[src/rtl/atrt_pkg.sv]
// Package with shared types and constants of the acknowledgement tracker.
`default_nettype none
package atrt_pkg;
    localparam int WAIT_DEPTH_DEF = 16;
    localparam int FAIL_DEPTH_DEF = 16;
    localparam logic [31:0] TIMEOUT_RESET = 32'd100000;
    localparam logic [2:0] RETRIES_RESET = 3'd3;

    localparam logic [2:0] OP_ADD = 3'd0;
    localparam logic [2:0] OP_ACK = 3'd1;
    localparam logic [2:0] OP_SCAN = 3'd2;
    localparam logic [2:0] OP_RETRY = 3'd3;
    localparam logic [2:0] OP_RESTORE = 3'd4;

    localparam logic [1:0] KIND_STATUS = 2'd0;
    localparam logic [1:0] KIND_RESEND = 2'd1;
    localparam logic [1:0] KIND_OFFLINE = 2'd2;
    localparam logic [1:0] KIND_MOVED = 2'd3;

    localparam logic REG_TIMEOUT = 1'b0;
    localparam logic REG_RETRIES = 1'b1;

    typedef struct packed {
        logic [2:0]  op;
        logic [31:0] msg_id;
        logic [7:0]  unit_index;
        logic [31:0] now_ms;
    } cmd_t;

    typedef struct packed {
        logic [1:0]  kind;
        logic [31:0] msg_id;
        logic [7:0]  unit;
        logic        ok;
        logic [4:0]  waiting_level;
        logic [4:0]  failed_level;
        logic        last;
    } res_t;
endpackage
`default_nettype wire

[src/rtl/atrt_cmd_queue.sv]
// Short command queue between the input side and the table engine.
`default_nettype none
module atrt_cmd_queue
(
    input  wire              clk,
    input  wire              rst_n,
    input  wire              in_valid,
    output logic             in_ready,
    input  atrt_pkg::cmd_t   in_cmd,
    output logic             out_valid,
    input  wire              out_ready,
    output atrt_pkg::cmd_t   out_cmd
);
    import atrt_pkg::*;

    cmd_t       mem_reg [2];
    logic       wptr_reg, rptr_reg;
    logic [1:0] cnt_reg;
    logic       push, pop;

    assign in_ready  = (cnt_reg != 2'd2);
    assign out_valid = (cnt_reg != 2'd0);
    assign out_cmd   = mem_reg[rptr_reg];
    assign push      = in_valid && in_ready;
    assign pop       = out_valid && out_ready;

    always_ff @(posedge clk)
    begin
        if (push)
        begin
            mem_reg[wptr_reg] <= in_cmd;
        end
    end

    always_ff @(posedge clk or negedge rst_n)
    begin
        if (!rst_n)
        begin
            wptr_reg <= 1'b0;
            rptr_reg <= 1'b0;
            cnt_reg  <= 2'd0;
        end
        else
        begin
            if (push)
            begin
                wptr_reg <= ~wptr_reg;
            end
            if (pop)
            begin
                rptr_reg <= ~rptr_reg;
            end
            cnt_reg <= cnt_reg + {1'b0, push} - {1'b0, pop};
        end
    end
endmodule
`default_nettype wire

[src/rtl/atrt_engine.sv]
// Table engine: walks waiting and failed tables one entry per cycle unless stalled.
`default_nettype none
module atrt_engine
#(
    parameter int WAIT_DEPTH = atrt_pkg::WAIT_DEPTH_DEF,
    parameter int FAIL_DEPTH = atrt_pkg::FAIL_DEPTH_DEF
)
(
    input  wire              clk,
    input  wire              rst_n,
    input  wire              cmd_valid,
    output logic             cmd_ready,
    input  atrt_pkg::cmd_t   cmd,
    input  wire [31:0]       timeout_ms,
    input  wire [2:0]        max_retries,
    output logic             res_valid,
    input  wire              res_ready,
    output atrt_pkg::res_t   res
);
    import atrt_pkg::*;

    localparam int WW = $clog2(WAIT_DEPTH);
    localparam int FW = $clog2(FAIL_DEPTH);
    localparam int WC = $clog2(WAIT_DEPTH + 1);
    localparam int FC = $clog2(FAIL_DEPTH + 1);
    // The walk index serves both tables, so it spans the wider of the two counts.
    localparam int IC = (WC > FC) ? WC : FC;
    localparam logic [IC:0] IDX_ONE = (IC+1)'(1);

    typedef enum logic [2:0] {S_IDLE, S_WALK, S_SHIFTW, S_SHIFTF, S_OUT} state_t;

    logic [31:0] w_id_reg [WAIT_DEPTH];
    logic [7:0]  w_un_reg [WAIT_DEPTH];
    logic [31:0] w_st_reg [WAIT_DEPTH];
    logic [31:0] f_id_reg [FAIL_DEPTH];
    logic [7:0]  f_un_reg [FAIL_DEPTH];
    logic [3:0]  f_tr_reg [FAIL_DEPTH];

    state_t      state_reg;
    cmd_t        cmd_reg;
    logic [WC-1:0] wcnt_reg;
    logic [FC-1:0] fcnt_reg;
    logic [IC:0] idx_reg;
    logic [IC:0] sh_reg;
    logic        ok_reg;
    logic [7:0]  sunit_reg;
    logic        after_reg;  // status pending after the current shift
    logic        out_valid_reg;
    res_t        out_reg;
    // event that waits to be emitted after a shift-dependent step
    logic        pend_reg;
    res_t        pend_res_reg;

    logic [WW-1:0] wi;
    logic [FW-1:0] fi;
    logic [IC:0]   wcnt_x;
    logic [IC:0]   fcnt_x;
    logic          out_free;
    logic          out_load;

    assign wi = idx_reg[WW-1:0];
    assign fi = idx_reg[FW-1:0];
    assign wcnt_x = (IC+1)'(wcnt_reg);
    assign fcnt_x = (IC+1)'(fcnt_reg);
    assign out_free = !out_valid_reg || res_ready;
    // The output register is loaded this cycle: a pending event, a resend or the status.
    assign out_load = out_free &&
        (((state_reg == S_WALK) && (pend_reg ||
            ((cmd_reg.op == OP_RETRY) && (idx_reg < fcnt_x)))) ||
         (state_reg == S_OUT));
    assign cmd_ready = (state_reg == S_IDLE);
    assign res_valid = out_valid_reg;
    assign res = out_reg;

    function automatic res_t mk(input logic [1:0] k, input logic [31:0] id,
                                input logic [7:0] u, input logic o,
                                input logic [4:0] wl, input logic [4:0] fl,
                                input logic l);
        res_t r;
        r.kind = k; r.msg_id = id; r.unit = u; r.ok = o;
        r.waiting_level = wl; r.failed_level = fl; r.last = l;
        return r;
    endfunction

    logic [4:0] wl5, fl5;
    assign wl5 = 5'(wcnt_reg);
    assign fl5 = 5'(fcnt_reg);

    always_ff @(posedge clk or negedge rst_n)
    begin
        if (!rst_n)
        begin
            state_reg     <= S_IDLE;
            wcnt_reg      <= '0;
            fcnt_reg      <= '0;
            out_valid_reg <= 1'b0;
            pend_reg      <= 1'b0;
        end
        else
        begin
            if (res_ready && out_valid_reg && !out_load)
            begin
                out_valid_reg <= 1'b0;
            end
            case (state_reg)
                S_IDLE:
                begin
                    if (cmd_valid)
                    begin
                        cmd_reg   <= cmd;
                        idx_reg   <= '0;
                        ok_reg    <= (cmd.op == OP_SCAN) || (cmd.op == OP_RETRY);
                        sunit_reg <= '0;
                        pend_reg  <= 1'b0;
                        state_reg <= S_WALK;
                    end
                end
                S_WALK:
                begin
                    if (pend_reg)
                    begin
                        if (out_free)
                        begin
                            out_reg <= pend_res_reg;
                            out_valid_reg <= 1'b1;
                            pend_reg <= 1'b0;
                        end
                    end
                    else
                    begin
                        case (cmd_reg.op)
                            OP_ADD:
                            begin
                                sunit_reg <= cmd_reg.unit_index;
                                if ({1'b0, wcnt_reg} < (WC+1)'(WAIT_DEPTH))
                                begin
                                    w_id_reg[wcnt_reg[WW-1:0]] <= cmd_reg.msg_id;
                                    w_un_reg[wcnt_reg[WW-1:0]] <= cmd_reg.unit_index;
                                    w_st_reg[wcnt_reg[WW-1:0]] <= cmd_reg.now_ms;
                                    wcnt_reg <= wcnt_reg + WC'(1);
                                    ok_reg <= 1'b1;
                                end
                                state_reg <= S_OUT;
                            end
                            OP_ACK:
                            begin
                                if (idx_reg >= wcnt_x)
                                begin
                                    state_reg <= S_OUT;
                                end
                                else if (w_id_reg[wi] == cmd_reg.msg_id)
                                begin
                                    sunit_reg <= w_un_reg[wi];
                                    ok_reg <= 1'b1;
                                    sh_reg <= idx_reg;
                                    after_reg <= 1'b1;
                                    state_reg <= S_SHIFTW;
                                end
                                else
                                begin
                                    idx_reg <= idx_reg + IDX_ONE;
                                end
                            end
                            OP_SCAN:
                            begin
                                if (idx_reg >= wcnt_x)
                                begin
                                    state_reg <= S_OUT;
                                end
                                else if ((cmd_reg.now_ms - w_st_reg[wi]) > timeout_ms)
                                begin
                                    if ({1'b0, fcnt_reg} < (FC+1)'(FAIL_DEPTH))
                                    begin
                                        f_id_reg[fcnt_reg[FW-1:0]] <= w_id_reg[wi];
                                        f_un_reg[fcnt_reg[FW-1:0]] <= w_un_reg[wi];
                                        f_tr_reg[fcnt_reg[FW-1:0]] <= 4'd0;
                                        fcnt_reg <= fcnt_reg + FC'(1);
                                        pend_res_reg <= mk(KIND_MOVED, w_id_reg[wi],
                                            w_un_reg[wi], 1'b0, wl5 - 5'd1,
                                            fl5 + 5'd1, 1'b0);
                                        pend_reg <= 1'b1;
                                        sh_reg <= idx_reg;
                                        after_reg <= 1'b0;
                                        state_reg <= S_SHIFTW;
                                    end
                                    else
                                    begin
                                        ok_reg <= 1'b0;
                                        idx_reg <= idx_reg + IDX_ONE;
                                    end
                                end
                                else
                                begin
                                    idx_reg <= idx_reg + IDX_ONE;
                                end
                            end
                            OP_RETRY:
                            begin
                                if (idx_reg >= fcnt_x)
                                begin
                                    state_reg <= S_OUT;
                                end
                                else if (out_free)
                                begin
                                    out_reg <= mk(KIND_RESEND, f_id_reg[fi], f_un_reg[fi],
                                        1'b0, wl5, fl5, 1'b0);
                                    out_valid_reg <= 1'b1;
                                    f_tr_reg[fi] <= f_tr_reg[fi] + 4'd1;
                                    if ((f_tr_reg[fi] + 4'd1) > {1'b0, max_retries})
                                    begin
                                        pend_res_reg <= mk(KIND_OFFLINE, f_id_reg[fi],
                                            f_un_reg[fi], 1'b0, wl5, fl5 - 5'd1, 1'b0);
                                        pend_reg <= 1'b1;
                                        sh_reg <= idx_reg;
                                        after_reg <= 1'b0;
                                        state_reg <= S_SHIFTF;
                                    end
                                    else
                                    begin
                                        idx_reg <= idx_reg + IDX_ONE;
                                    end
                                end
                            end
                            OP_RESTORE:
                            begin
                                if (idx_reg >= fcnt_x)
                                begin
                                    state_reg <= S_OUT;
                                end
                                else if (f_id_reg[fi] == cmd_reg.msg_id)
                                begin
                                    sunit_reg <= f_un_reg[fi];
                                    if ({1'b0, wcnt_reg} < (WC+1)'(WAIT_DEPTH))
                                    begin
                                        w_id_reg[wcnt_reg[WW-1:0]] <= f_id_reg[fi];
                                        w_un_reg[wcnt_reg[WW-1:0]] <= f_un_reg[fi];
                                        w_st_reg[wcnt_reg[WW-1:0]] <= cmd_reg.now_ms;
                                        wcnt_reg <= wcnt_reg + WC'(1);
                                        ok_reg <= 1'b1;
                                        sh_reg <= idx_reg;
                                        after_reg <= 1'b1;
                                        state_reg <= S_SHIFTF;
                                    end
                                    else
                                    begin
                                        state_reg <= S_OUT;
                                    end
                                end
                                else
                                begin
                                    idx_reg <= idx_reg + IDX_ONE;
                                end
                            end
                            default:
                            begin
                                state_reg <= S_OUT;
                            end
                        endcase
                    end
                end
                S_SHIFTW:
                begin
                    // Close the gap one entry a cycle, then drop the count.
                    if ((sh_reg + IDX_ONE) < wcnt_x)
                    begin
                        w_id_reg[sh_reg[WW-1:0]] <= w_id_reg[WW'(sh_reg + IDX_ONE)];
                        w_un_reg[sh_reg[WW-1:0]] <= w_un_reg[WW'(sh_reg + IDX_ONE)];
                        w_st_reg[sh_reg[WW-1:0]] <= w_st_reg[WW'(sh_reg + IDX_ONE)];
                        sh_reg <= sh_reg + IDX_ONE;
                    end
                    else
                    begin
                        wcnt_reg <= wcnt_reg - WC'(1);
                        state_reg <= after_reg ? S_OUT : S_WALK;
                    end
                end
                S_SHIFTF:
                begin
                    if ((sh_reg + IDX_ONE) < fcnt_x)
                    begin
                        f_id_reg[sh_reg[FW-1:0]] <= f_id_reg[FW'(sh_reg + IDX_ONE)];
                        f_un_reg[sh_reg[FW-1:0]] <= f_un_reg[FW'(sh_reg + IDX_ONE)];
                        f_tr_reg[sh_reg[FW-1:0]] <= f_tr_reg[FW'(sh_reg + IDX_ONE)];
                        sh_reg <= sh_reg + IDX_ONE;
                    end
                    else
                    begin
                        fcnt_reg <= fcnt_reg - FC'(1);
                        state_reg <= after_reg ? S_OUT : S_WALK;
                    end
                end
                S_OUT:
                begin
                    if (out_free)
                    begin
                        // Only add, acknowledge and restore echo the id; all others report 0.
                        out_reg <= mk(KIND_STATUS,
                            ((cmd_reg.op == OP_ADD) || (cmd_reg.op == OP_ACK) ||
                             (cmd_reg.op == OP_RESTORE)) ? cmd_reg.msg_id : 32'd0,
                            sunit_reg, ok_reg, wl5, fl5, 1'b1);
                        out_valid_reg <= 1'b1;
                        state_reg <= S_IDLE;
                    end
                end
                default:
                begin
                    state_reg <= S_IDLE;
                end
            endcase
        end
    end
endmodule
`default_nettype wire

[src/rtl/ack_timeout_retry_tracker_unit.sv]
// Top level of the acknowledgement timeout and retry tracker.
// An add writes its entry if the table has room and gives its status beat; acknowledge, scan,
// retry and restore walk the tables one entry a cycle while the output does not hold them off,
// and close each gap one entry a cycle.
// Throughput: one command in the engine at a time; a two-entry queue takes commands meanwhile.
// Reset: asynchronous, active low; both tables empty, registers at their defaults.
`default_nettype none
module ack_timeout_retry_tracker_unit
#(
    parameter int WAIT_DEPTH = atrt_pkg::WAIT_DEPTH_DEF,
    parameter int FAIL_DEPTH = atrt_pkg::FAIL_DEPTH_DEF
)
(
    input  wire         clk,
    input  wire         rst_n,
    input  wire         s_axis_tvalid,
    output logic        s_axis_tready,
    // op[2:0], msg_id[34:3], unit_index[42:35], now_ms[74:43], zero fill
    input  wire [79:0]  s_axis_tdata,
    output logic        m_axis_tvalid,
    input  wire         m_axis_tready,
    // out_msg_id[31:0], out_unit[39:32], ok[40], waiting_level[45:41],
    // failed_level[50:46], zero fill
    output logic [55:0] m_axis_tdata,
    // kind[1:0]
    output logic [1:0]  m_axis_tuser,
    output logic        m_axis_tlast,
    input  wire         cfg_we,
    input  wire         cfg_index,
    input  wire [31:0]  cfg_data
);
    import atrt_pkg::*;

    logic [31:0] timeout_reg;
    logic [2:0]  retries_reg;
    cmd_t        in_cmd, q_cmd;
    logic        q_valid, q_ready;
    res_t        r;

    always_ff @(posedge clk or negedge rst_n)
    begin
        if (!rst_n)
        begin
            timeout_reg <= TIMEOUT_RESET;
            retries_reg <= RETRIES_RESET;
        end
        else if (cfg_we)
        begin
            if (cfg_index == REG_TIMEOUT)
            begin
                timeout_reg <= cfg_data;
            end
            else if (cfg_index == REG_RETRIES)
            begin
                retries_reg <= cfg_data[2:0];
            end
        end
    end

    assign in_cmd.op         = s_axis_tdata[2:0];
    assign in_cmd.msg_id     = s_axis_tdata[34:3];
    assign in_cmd.unit_index = s_axis_tdata[42:35];
    assign in_cmd.now_ms     = s_axis_tdata[74:43];

    atrt_cmd_queue u_queue
    (
        .clk(clk), .rst_n(rst_n),
        .in_valid(s_axis_tvalid), .in_ready(s_axis_tready), .in_cmd(in_cmd),
        .out_valid(q_valid), .out_ready(q_ready), .out_cmd(q_cmd)
    );

    atrt_engine #(.WAIT_DEPTH(WAIT_DEPTH), .FAIL_DEPTH(FAIL_DEPTH)) u_engine
    (
        .clk(clk), .rst_n(rst_n),
        .cmd_valid(q_valid), .cmd_ready(q_ready), .cmd(q_cmd),
        .timeout_ms(timeout_reg), .max_retries(retries_reg),
        .res_valid(m_axis_tvalid), .res_ready(m_axis_tready), .res(r)
    );

    assign m_axis_tdata = {5'd0, r.failed_level, r.waiting_level, r.ok, r.unit, r.msg_id};
    assign m_axis_tuser = r.kind;
    assign m_axis_tlast = r.last;
endmodule
`default_nettype wire

[config.mk]
export PLATFORM = sky130hd
export DESIGN_NAME = ack_timeout_retry_tracker_unit
export DESIGN_NICKNAME = d
export VERILOG_FILES = /design/src/rtl/atrt_pkg.sv /design/src/rtl/atrt_cmd_queue.sv /design/src/rtl/atrt_engine.sv /design/src/rtl/ack_timeout_retry_tracker_unit.sv
export SDC_FILE = /design/constraint.sdc
export NUM_CORES = 2
export LEC_CHECK = 0
export BUFFER_PORTS_ARGS = -buffer_cell sky130_fd_sc_hd__buf_2
export CORE_ASPECT_RATIO = 1.75
export CORE_MARGIN = 8
export CORE_UTILIZATION = 45
export CTS_BUF_LIST = sky130_fd_sc_hd__clkbuf_8
export CTS_CLUSTER_SIZE = 16
export DETAILED_ROUTE_END_ITERATION = 10
export PLACE_DENSITY_LB_ADDON = 0.1
export SETUP_SLACK_MARGIN = 0.02
export SKIP_LAST_GASP = 1
export SLEW_MARGIN = 10
export SYNTH_ARGS = -nofsm -noshare
export SYNTH_HDL_FRONTEND = slang
export SYNTH_SLANG_ARGS = --single-unit
[constraint.sdc]
create_clock -name clk -period 11.5 [get_ports clk]
set_input_delay 2.3 -clock clk [delete_from_list [all_inputs] [get_ports clk]]
set_output_delay 2.3 -clock clk [all_outputs]
set_load 0.05 [all_outputs]
# After elaboration in Yosys (flattened, before gate mapping)
# Memory sizes are Yosys's and may differ from the RTL's. A register that Yosys moved wholly into a read port is not among the register bits.
# Index checks and enable logic that the tools add are counted.
[word_totals]
register_bits = 259
ramBits = 2006
in_bits = 118
mem_count = 7
output_inout_bits = 61
word_cells = 366
[mem_list]
columns = ["name", "depth", "width", "rd", "rd_clocked_by_memory_dff", "write_ports", "line", "text"]
rows = [
  ["u_engine.f_id_reg", 16, 32, 2, 1, 1, "atrt_engine.sv:35", "logic [31:0] f_id_reg [FAIL_DEPTH];"],
  ["u_engine.w_id_reg", 16, 32, 2, 1, 1, "atrt_engine.sv:32", "logic [31:0] w_id_reg [WAIT_DEPTH];"],
  ["u_engine.w_st_reg", 16, 32, 2, 1, 1, "atrt_engine.sv:34", "logic [31:0] w_st_reg [WAIT_DEPTH];"],
  ["u_queue.mem_reg", 2, 75, 1, 0, 1, "atrt_cmd_queue.sv:16", "cmd_t mem_reg [2];"],
  ["u_engine.f_un_reg", 16, 8, 2, 1, 1, "atrt_engine.sv:36", "logic [7:0] f_un_reg [FAIL_DEPTH];"],
  ["u_engine.w_un_reg", 16, 8, 2, 1, 1, "atrt_engine.sv:33", "logic [7:0] w_un_reg [WAIT_DEPTH];"],
  ["+1 memories", "-", "-", "-", "-", "-", "-", ""],
]
[op_classes]
add_sub_neg = 10
muxes = 184
n_eq_ne = 64
n_lt_le_gt_ge = 9
reduce_logical = 52
bitwise_logic = 7
[op_table]
columns = ["op", "n"]
rows = [
  ["two-way mux 54 bit", 12],
  ["one-hot mux 54 bit (2 select lines)", 2],
  ["two-way mux 32 bit", 6],
  ["two-way mux 6 bit", 26],
  ["OR reduction 32 bit", 3],
  ["two-way mux 8 bit", 9],
  ["two-way mux 1 bit", 69],
  ["equality test 32 bit", 2],
  ["two-way mux 4 bit", 15],
  ["two-way mux 5 bit", 11],
  ["two-way mux 3 bit", 17],
  ["one-hot mux 6 bit (4 select lines)", 2],
  ["inequality test 3 bit, second input constant", 15],
  ["greater-than comparator 32 bit", 1],
  ["subtractor 32 bit", 1],
  ["one-hot mux 5 bit (2 select lines)", 3],
  ["inequality test 4 bit, second input constant", 7],
  ["inequality test 2 bit, second input constant", 13],
  ["one-hot mux 8 bit (3 select lines)", 1],
  ["inequality test 2 x 1 -> 1 bit, second input constant", 11],
  ["equality test 3 x 2 -> 1 bit, second input constant", 6],
  ["< comparator 6 x 5 -> 1 bit", 3],
  ["one-hot mux 6 bit (3 select lines)", 1],
  ["AND reduction 17 bit", 1],
  ["other kinds (41)", 89],
]

# Longest topological paths before layout
[logic_depth]
word_depth = 14
mapped_depth = 35
depth_no_buf = 26

# Hierarchy
# Synthesis repeated with hierarchy kept, for this count alone.
[unflattened]
hier_cells = 5710
area_unflattened_um2 = 107787.1
[modules_own_cells]
columns = ["mod", "n_inst", "cells_each", "seq_area_each_um2", "area_each_um2"]
rows = [
  ["atrt_engine", 1, 5378, 62254.7, 100501.4],
  ["atrt_cmd_queue", 1, 250, 4604.4, 5763.0],
  ["ack_timeout_retry_tracker_unit", 1, 82, 885.8, 1522.7],
]

# Worst setup path before layout
# No wires, ideal clock.
[synth_path]
path_type = "reg-to-reg"
start = "reg with a tool-made name"
end = "reg u_engine.pend_res_reg[10] (netlist bit), enable pin"
setup_ns = 0.522
setup_slack_ns = 0.358
period_less_slack_ns = 11.142
t_required_ns = 10.978
n_path_buf = 9
stages_incl_launch_ff = 34
arrival_ns = 10.620
cell_sequence = "dfxtp_1 buf_6 buf_6 buf_8 buf_6 buf_4 buf_4 buf_2 buf_2 buf_2 mux4_2 mux4_2 ha_1 inv_1 fa_1 a21o_1 a21oi_1 o21ai_0 a221o_1 a31oi_1 o41ai_1 nand2_1 o21ai_0 o211ai_1 xnor2_1 ha_1 nand4_1 or4_1 o21ai_0 a211oi_1 or3_1 nor3_1 a311oi_1 nor3_1"
[synth_rtl]
columns = ["item", "line", "text"]
rows = [
  ["end signal, assigned", "atrt_engine.sv:178", "pend_res_reg <= mk(KIND_MOVED, w_id_reg[wi],"],
  ["end signal, assigned", "atrt_engine.sv:211", "pend_res_reg <= mk(KIND_OFFLINE, f_id_reg[fi],"],
  ["end, declared", "atrt_engine.sv:52", "res_t pend_res_reg;"],
]

==> metrics.txt <==
status=finished, final reports clean; critical path class=flop to flop; Required @ worst endpoint=12.04 ns; final count of pins violating max slew=0; Worst Hold Class=flop to flop; Yosys top cell area share=0.619; P_leak=38.7 nW; Final Hold Fails=0; measured slew at the worst slew-check pin=1.19 ns; clk slew on worst S/H paths=0.07 ns; Setup TNS=0 ns; largest net degree at the start of global routing=119; I/O pin count=179; commonest non-fill, non-tap cell in the layout=edfxtp_1; DRC viols=0; initial core utilization=0.451; Final nets=6,269; die height=661 µm; port bufs=168; RSZ-0062 raised after global routing=false; Main synth FF type=edfxtp_1; Post-Syn Area per Cell=18.7 µm²; Post-synth EDFFs=2,208; ranking of synthesized cells by area=edfxtp_1 62%, mux4_2 22%, mux2_2 2.1%; grt total ovfl=0; critical path's slowest cell=dfxtp_4; Die Wd=385 µm; TritonRoute pass-1 iters=5; Core ar.=237,000 µm²; wirelength, routed=331 mm; Worst VDD drop=0.245 mV; pwr dens=257 nW/µm²; Syn-to-layout area delta=10.9%; Placer Congestion=0.885; CTS resizes=0; Die ar.=254,000 µm²; hold buffers post-CTS=0; most frequent cells in the layout=2,208 x edfxtp_1, 1,043 x mux4_2, 353 x clkbuf_8; FP Rows=237; CTS tree=done; max_slew headroom=0.205; first-pass GRT wire length=469 mm; DP Wirelength=207 mm; Final Util=0.500; Vias/cell=6.36; Ys Warns=0; worst-skew pair later-pin latency=0.98 ns; CP top delay family=compound AO/OA/AOI/OAI gates; Total GRT Usage=0.257; startpoint types=flop; Num CTS Buffers=339; delay of the slowest critical-path stage=0.80 ns; final antenna-violating net count=0; synthesized flop and latch total=2,266; post-synthesis sequential area ratio=0.633; Period minus WS final=10.05 ns; Clock Skew=0.0664 ns; root buffer cell=clkbuf_8; Max Cap Viol=0; cell taking the most area after synthesis=edfxtp_1; Cell Area, Synth=107,000 µm²; asr flop ratio synth=0.0238; CTS sink cnt=2,266; Bufs and invs on worst path=4; Worst EP arrival=10.58 ns; Fmax=0.0995 GHz; number of library cell types mapped by synthesis=84; routed via count=59,978; DR iter-0 viols=4,909; CTS HTree Levels=5; Worst Path Max Fanout=40; Clock Tree Buf Depth=4; post-CTS setup buffer count=0; vias in the first global route=63,854; crit path capture type=flop; layout cell share with drive strength beyond 1=0.336; # setup viols final=0; initial antenna violation count=8; DR WL/cell=35.1 µm; Final Cycle Share=0.874; synthesized instance count=5,734
metrics by stage:
stage	worst slack, ns	total power [mW]	cell area, µm²	hold slack (ns)	instances
floorplan	0.358	20.1	107000	0.461	5738
global placement	1.26	24.4	112000	0.488	8822
detailed placement	1.47	24.5	112000	0.500	8822
CTS	1.41	30.8	119000	0.514	9428
global route	0.912	31.8	119000	0.533	9430
finish	1.45	30.5	119000	0.507	9433
report_power, final:
| group | total [mW] | switching (mW) | internal [mW] | leakage, nW |
|---|---|---|---|---|
| combinational | 13.2 | 7.69 | 5.50 | 14.6 |
| sequential | 11.0 | 0.435 | 10.6 | 20.5 |
| clock | 6.27 | 3.18 | 3.09 | 3.58 |
| total | 30.5 | 11.3 | 19.2 | 38.7 |
cell usage after synthesis, types with 10 or more instances:
| cell type | instances |
|---|---|
| a21o_1 | 31 |
| ha_1 | 94 |
| mux2i_1 | 206 |
| o22ai_1 | 24 |
| nand3_1 | 35 |
| inv_1 | 104 |
| and2_1 | 10 |
| mux4_2 | 1043 |
| buf_4 | 24 |
| o21ai_0 | 184 |
| nand4_1 | 21 |
| nor4_1 | 13 |
| buf_2 | 63 |
| dfrtp_1 | 46 |
| nand2_1 | 323 |
| clkbuf_1 | 219 |
| and3_1 | 19 |
| edfxtp_1 | 2208 |
| nor3_1 | 45 |
| a21oi_1 | 128 |
| a31oi_1 | 23 |
| nand2b_1 | 23 |
| mux2_2 | 199 |
| a211oi_1 | 13 |
| nor2_1 | 140 |
| buf_6 | 14 |
| a22oi_1 | 45 |
| nor2b_1 | 19 |
| xor2_1 | 67 |
| buf_1 | 76 |
| xnor2_1 | 116 |
kinds of logic after synthesis:
logic type,after synthesis,synth area share
DFF,2266,0.633
muxes,1451,0.260
and+or+nand+nor,693,0.0294
AOI/OAI and AO/OA,540,0.0309
buffers and inverters,505,0.0205
xor gates and xnor gates,183,0.0150
adders and majority gates,95,0.0112
other,1,0.0000350
layout make-up:
type,count,area [µm²]
Tap cell,3107,3890
Clock inverter,253,1340
Inverter,107,405
Fill cell,19604,119000
Multi-Input combinational cell,2967,37400
Clock buffer,353,4860
Timing Repair Buffer,375,2950
Sequential cell,2266,67800
Antenna cell,5,12.5
final timing paths:
check / startpoint / to / slack, ns / cells past startpoint
worst max-delay path: flop / u_engine.f_id_reg[6][18] / 1.45 / 25
worst min-delay path: timeout_reg[9] / timeout_reg[9] / 0.51 / 2
worst max register to register: flop / u_engine.f_id_reg[6][18] / 1.45 / 25
worst min register to register: timeout_reg[9] / timeout_reg[9] / 0.51 / 2
max in group asynchronous: rst_n / timeout_reg[6] / 9.23 / 2
min in group asynchronous: rst_n / u_engine.res_valid / 1.20 / 1
layer usage:
layer,part of all wire,vias up,GRT usage
li1,-,24534,-
met1,0.36,32519,0.304
met2,0.53,2267,0.470
met3,0.053,650,0.0348
met4,0.049,8,0.109
met5,0.00015,-,0
worst min-delay path: cells and delay by family (launching register included):
kind,cells,cell delay (ns)
flip-flops,1,0.36
AO/OA/AOI/OAI,1,0.08
buffers and inverters,1,0.06
No activity file was read; power rests on OpenSTA's default activity.
